### src/ddo_pkg.sv
package ddo_pkg;

  localparam int unsigned FracBitsDefault    = 16;
  localparam int unsigned CordicStepsDefault = 16;
  localparam int unsigned TableLen           = 24;

  localparam int unsigned DeltaW   = 20;
  localparam int unsigned BaseW    = 20;
  localparam int unsigned PosW     = 32;
  localparam int unsigned HeadW    = 19;
  localparam int unsigned DiffW    = 21;
  localparam int unsigned AngW     = 36;
  localparam int unsigned CordW    = 33;

  localparam logic [BaseW-1:0] WheelBaseReset = 20'd32768;
  localparam logic signed [AngW-1:0] PiQ32     = 36'sd13493037705;
  localparam logic signed [AngW-1:0] HalfPiQ32 = 36'sd6746518852;
  localparam logic signed [CordW-1:0] GainQ30  = 33'sd652032874;

  function automatic logic signed [AngW-1:0] atan_q32(input logic [4:0] idx);
    logic signed [AngW-1:0] v;
    begin
      case (idx)
        5'd0:  v = 36'sd3373259426;
        5'd1:  v = 36'sd1991351318;
        5'd2:  v = 36'sd1052175346;
        5'd3:  v = 36'sd534100635;
        5'd4:  v = 36'sd268086748;
        5'd5:  v = 36'sd134174063;
        5'd6:  v = 36'sd67103403;
        5'd7:  v = 36'sd33553749;
        5'd8:  v = 36'sd16777131;
        5'd9:  v = 36'sd8388597;
        5'd10: v = 36'sd4194303;
        5'd11: v = 36'sd2097152;
        5'd12: v = 36'sd1048576;
        5'd13: v = 36'sd524288;
        5'd14: v = 36'sd262144;
        5'd15: v = 36'sd131072;
        5'd16: v = 36'sd65536;
        5'd17: v = 36'sd32768;
        5'd18: v = 36'sd16384;
        5'd19: v = 36'sd8192;
        5'd20: v = 36'sd4096;
        5'd21: v = 36'sd2048;
        5'd22: v = 36'sd1024;
        5'd23: v = 36'sd512;
        default: v = '0;
      endcase
      return v;
    end
  endfunction

  typedef enum logic [5:0] {
    StIdle = 6'b000001,
    StDiv  = 6'b000010,
    StPrep = 6'b000100,
    StRot  = 6'b001000,
    StMul  = 6'b010000,
    StOut  = 6'b100000
  } ddo_state_e;

  typedef struct packed {
    logic load;
    logic div_step;
    logic prep;
    logic rot_step;
    logic mul;
    logic commit;
  } ddo_cmd_t;

  typedef struct packed {
    logic div_last;
    logic rot_last;
  } ddo_sts_t;

endpackage

### src/ddo_ctrl.sv
module ddo_ctrl import ddo_pkg::*; (
  input  logic     clk_i,
  input  logic     rst_ni,
  input  logic     in_valid_i,
  output logic     in_ready_o,
  output logic     out_valid_o,
  input  logic     out_ready_i,
  input  ddo_sts_t sts_i,
  output ddo_cmd_t cmd_o
);

  ddo_state_e state_q, state_d;
  logic out_valid_q, out_valid_d;

  assign in_ready_o  = (state_q == StIdle);
  assign out_valid_o = out_valid_q;

  always_comb begin
    state_d     = state_q;
    out_valid_d = out_valid_q;
    cmd_o       = '0;
    if (out_valid_q && out_ready_i) out_valid_d = 1'b0;
    case (state_q)
      StIdle: begin
        if (in_valid_i) begin
          cmd_o.load = 1'b1;
          state_d    = StDiv;
        end
      end
      StDiv: begin
        cmd_o.div_step = 1'b1;
        if (sts_i.div_last) state_d = StPrep;
      end
      StPrep: begin
        cmd_o.prep = 1'b1;
        state_d    = StRot;
      end
      StRot: begin
        cmd_o.rot_step = 1'b1;
        if (sts_i.rot_last) state_d = StMul;
      end
      StMul: begin
        cmd_o.mul = 1'b1;
        state_d   = StOut;
      end
      StOut: begin
        // hold until the previous result has left the output register
        if (!out_valid_q || out_ready_i) begin
          cmd_o.commit = 1'b1;
          out_valid_d  = 1'b1;
          state_d      = StIdle;
        end
      end
      default: state_d = StIdle;
    endcase
  end

  always_ff @(posedge clk_i or negedge rst_ni) begin
    if (!rst_ni) begin
      state_q     <= StIdle;
      out_valid_q <= 1'b0;
    end else begin
      state_q     <= state_d;
      out_valid_q <= out_valid_d;
    end
  end

`ifndef ASSERT_OFF
  a_onehot: assert property (@(posedge clk_i) disable iff (!rst_ni) $onehot(state_q))
    else $error("state not one-hot");
  a_commit_idle: assert property (@(posedge clk_i) disable iff (!rst_ni)
    cmd_o.commit |=> (state_q == StIdle) && out_valid_q)
    else $error("commit did not present result");
  a_load_ready: assert property (@(posedge clk_i) disable iff (!rst_ni)
    cmd_o.load |-> in_ready_o)
    else $error("load without ready");
`endif

endmodule

### config.mk
export PLATFORM = sky130hd
export DESIGN_NAME = ddo_ctrl
export DESIGN_NICKNAME = d
export VERILOG_FILES = /design/src/ddo_pkg.sv /design/src/ddo_ctrl.sv
export SDC_FILE = /design/constraint.sdc
export NUM_CORES = 1
export LEC_CHECK = 0
export BUFFER_PORTS_ARGS = -buffer_cell sky130_fd_sc_hd__buf_2
export CORE_AREA = 2 2 39 41
export CTS_CLUSTER_DIAMETER = 200
export DETAILED_ROUTE_END_ITERATION = 16
export DIE_AREA = 0 0 41 43
export PLACE_DENSITY = 0.53
export SLEW_MARGIN = 30
export SYNTH_ARGS = -nofsm -noshare
export SYNTH_HDL_FRONTEND = slang
export SYNTH_SLANG_ARGS = --single-unit
### constraint.sdc
create_clock -name clk_i -period 2.1 [get_ports clk_i]
set_input_delay 0.21 -clock clk_i [delete_from_list [all_inputs] [get_ports clk_i]]
set_output_delay 0.21 -clock clk_i [all_outputs]
set_load 0.03 [all_outputs]
=== Word level (Yosys, flattened, before mapping) ===
Cells that the tools add are included.

* Input port bits: 6
* Memory bits (writable): 0
* Bits in latches: 0
* Memory bits (read-only): 0
* Logic and storage cells: 32
* Register bits: 7
* Memories: 0
* Output and inout port bits: 8

* Order comparisons: 0
* Shift-type cells: 0
* Eq/ne operators: 10
* Mux-type cells: 16
* Bitwise operators: 0
* Multiply operators: 0
* Divide/modulo/power cells: 0
* Add/sub/neg operators: 0
* Reductions and logical operators: 4

{| class="wikitable"
|+ Operator list
! operator !! number
|-
| $pmux W6 S6 || 1
|-
| $mux W6 || 4
|-
| $mux W1 || 11
|-
| $ne A2 B2 Y1 const B || 4
|-
| $eq A6 B1 Y1 const B || 1
|-
| $eq A6 B2 Y1 const B || 1
|-
| $eq A6 B3 Y1 const B || 1
|-
| $eq A6 B4 Y1 const B || 1
|-
| $eq A6 B5 Y1 const B || 1
|-
| $eq A6 B6 Y1 const B || 1
|-
| $reduce_and A4 Y1 || 1
|-
| $logic_and A1 B1 Y1 || 1
|-
| $logic_not A1 Y1 || 1
|-
| $logic_or A1 B1 Y1 || 1
|}

=== Depth between registers and ports, before layout ===
* Depth in word-level cells: 4
* Depth in mapped cells: 5
* Mapped depth without buffers: 4

=== Worst setup path before layout ===
Ideal clock, no wire load.

* Path type: register to output
* Start: register state_q[2]
* End: output port cmd_o[5] in the netlist's numbering
* Arrival time: 1.732 ns
* Cell stages (with the launch flop): 6
* Buffers on the path: 1
* Slack: 0.158 ns
* Required time: 1.890 ns
* Path through: dfrtp_1 > clkbuf_1 > nor3_4 > nand2_1 > nor2_1 > and2_1

{| class="wikitable"
|+ RTL lines
! item !! RTL line !! source
|-
| from (decl) || ddo_ctrl.sv:12 || <nowiki>ddo_state_e state_q, state_d;</nowiki>
|-
| from (signal assigned) || ddo_ctrl.sv:60 || <nowiki>state_q <= StIdle;</nowiki>
|-
| from (signal assigned) || ddo_ctrl.sv:63 || <nowiki>state_q <= state_d;</nowiki>
|-
| to (decl) || ddo_ctrl.sv:9 || <nowiki>output ddo_cmd_t cmd_o</nowiki>
|}

==> flow_summary_export.csv <==
group,metric,value,unit
run_status,outcome,"complete, no violations",
route,dr_total_vias,411,
timing,fin_setup_tns,0,ns
grt,grtUsageMet2,15.9,%
floorplanning,core-area,0.00138,mm²
route,drc,0,
finish,antennaDiodeCount,0,
timing,drv_slew,0,
placement,io_buffers,13,
timing,hold_violations,0,
grt,grt-ovfl-total,0,
finish,postLayoutCellArea,542,µm²
timing,worst_slew_pin_slew,0.313,ns
power_and_ir_drop,peakVddDrop,0.567,mV
grt,use_met3,7.85,%
timing,finalSetupViolations,0,
floorplanning,initial_core_util,30.5,%
power_and_ir_drop,power_density,1160,mW/mm²
placement,hpwl,697,µm
clocking,cts_resized,0,
clocking,clkSlewWorstSetupHoldPaths,0.05,ns
timing,clock_skew,0.00278,ns
synth,ys_warn_count,0,
grt,grt.busiest_layer,"met2",
timing,rsz0062_at_grt,"false",
route,via_per_inst,5.01,
synth,synth_fa_ha_area_share,0,%
clocking,cts_num_sinks,7,
timing,max_slew_margin,79.2,%
grt,antenna_found_initial,0,
clocking,clk_path_buf_depth,2,
synth,ys_seq_area_share,41.8,%
clocking,cts_inserted_buffers,3,
worst_setup_path,worstSetupPathType,"flip-flop to primary output",
floorplanning,std_cell_rows,14,
synth,syn_inst,49,
grt,grt_max_degree,10,
clocking,cts_hold_buf,1,
floorplanning,io_pins,14,
route,first_pass_iters,4,
synth,yosys.area_share.simple,46.3,%
worst_setup_path,cp_data_arrival_time,1.63,ns
timing,fmax,543,MHz
clocking,cts_root_buffer,"clkbuf_4",
worst_setup_path,cp-start-kind,"flip-flop",
finish,nets,73,
synth,syn-num-nets,55,
worst_setup_path,cp_data_required_time,1.89,ns
clocking,postCtsSetupBuffers,0,
route,ant_nets,0,
job,cap_viol_max_count,0,
floorplanning,die_h,43,µm
finish,ff_latch_area,176,µm²
synth,synthXorXnorAreaFrac,0,%
synth,synth_compound_area_share,8.90,%
route,post_drt_wl_per_cell,10.6,µm
synth,ys_types,25,
synth,synth_top_family_by_area,"simple AND/OR/NAND/NOR gates",
worst_setup_path,endpoint_kind,"primary output",
placement,gp_congestion,0.715,
placement,post-place-cells,77,
timing,finalCritPeriodShare,87.6,%
synth,muxShareOfSynthArea,0,%
finish,num-fill-cells,143,
route,drt_wl_total,872,µm
floorplanning,die_w,41,µm
grt,gr-usage-met1,15.4,%
grt,grt_first_pass_wirelength,1390,µm
finish,synthToLayoutAreaGrowth,28.5,%
synth,synth.avg_cell_area,8.61,µm²
floorplanning,dieArea,0.00176,mm²
route,initialDrtViolationCount,9,
timing,hold_slack,0.196,ns
finish,drive_above_1_share,30.3,%
grt,grt_pass1_vias,342,
power_and_ir_drop,finalPower,630,µW
clocking,htreeDepth,1,
synth,ys_ff_latch,7,
power_and_ir_drop,leakage,0.000273,µW
clocking,cts_tree,"built",
placement,placed_cell_area,505,µm²
min_path,hold_class,"primary input to flip-flop",
timing,layout_min_cycle_time,1.84,ns
finish,final-instance-count-excl-fill,82,
clocking,insertion_delay,0.25,ns
grt,track_usage,11.7,%
synth,syn_area,422,µm²
finish,multi_input_area,233,µm²
worst_setup_path,critPathMaxFanout,9,
## layout by cell type, fill, tap and decap left out, drive strengths merged
master       instances
buf                 14
nor2                 6
dfrtp                6
nor2b                4
nand2                4
nor3                 4
clkbuf               4
nand3                3
nand2b               3
and2                 2
nand4                2
or4                  2
o21ai                2
and4b                1
inv                  1
o31ai                1
o311ai               1
nand3b               1
a31oi                1
nor4                 1
a21oi                1
dlygate4sd3          1
dfstp                1
## power by group
part           leakage, µW  total [µW]  switching, µW  internal [µW]
logic             0.000166         294            182            111
registers        0.0000926         214           43.4            171
clock network    0.0000150         122           49.3           72.5
total             0.000273         630            275            355
## path summary, 6_finish.rpt
kind / start / endpoint / slack, ns / depth (start not counted)
max: state_q[2] / cmd_o[5] / 0.26 / 5
max reg2reg: state_q[1] / state_q[4] / 0.39 / 4
min: sts_i[1] / state_q[2] / 0.20 / 2
min in group asynchronous: rst_ni / state_q[4] / 0.31 / 2
min reg2reg: state_q[5] / state_q[3] / 0.58 / 2
max in group asynchronous: rst_ni / state_q[0] / 1.56 / 2
## synth_stat cells
library cell | count | area [µm²]
dfrtp_1 | 6 | 150
nor2_1 | 6 | 22.5
nand2_1 | 4 | 15.0
nor2b_1 | 4 | 25.0
nand2b_1 | 3 | 18.8
nand3_1 | 3 | 15.0
nor3_1 | 3 | 15.0
and2_1 | 2 | 12.5
nand4_1 | 2 | 12.5
a21oi_1 | 1 | 5.00
a31oi_1 | 1 | 6.26
and4b_1 | 1 | 10.0
buf_2 | 1 | 5.00
clkbuf_1 | 1 | 3.75
dfstp_2 | 1 | 26.3
inv_1 | 1 | 3.75
nand3b_1 | 1 | 7.51
nor3_4 | 1 | 16.3
nor4_1 | 1 | 6.26
o21ai_0 | 1 | 5.00
o21ai_1 | 1 | 5.00
o311ai_1 | 1 | 8.76
o31ai_1 | 1 | 7.51
or4_1 | 1 | 7.51
or4_4 | 1 | 11.3
## cells by family after synthesis
kind of cell           Yosys count
flip-flops                       7
AO/OA/AOI/OAI                    6
buffers and inverters            3
AND/OR/NAND/NOR                 33
## critical path: stages, from the launching register on
cell     delay [ns]
dfrtp_1        0.48
nor3_4         0.32
nand2_1        0.15
nor2_1         0.12
and2_1         0.13
buf_2          0.18
## metal layers
layer	routed length [µm]	share of wire, %	vias to the layer above
li1	-	-	211
met1	403	46	186
met2	390	45	14
met3	78	8.9	0
met4	0	0	0
met5	0	0	-
## stage by stage
stage          setup slack, ns  util [%]
3_3_place_gp             0.433      36.5
2_1_floorplan            0.158         -
4_1_cts                  0.258      39.2
3_5_place_dp             0.413      36.5
5_1_grt                  0.128      39.2
6_report                 0.260      39.2
## layout make-up
type	instances	share of cell area (%)
Inverter	1	0.693
Sequential cell	7	32.6
Clock buffer	4	4.85
Multi-Input combinational cell	39	43.0
Tap cell	16	3.70
Timing Repair Buffer	15	15.2
## sequential cells by signal, summed over array words and instances (netlist names)
signal and count:
out_valid_o 1, state_q 6
No activity file was read; power rests on OpenSTA's default activity.
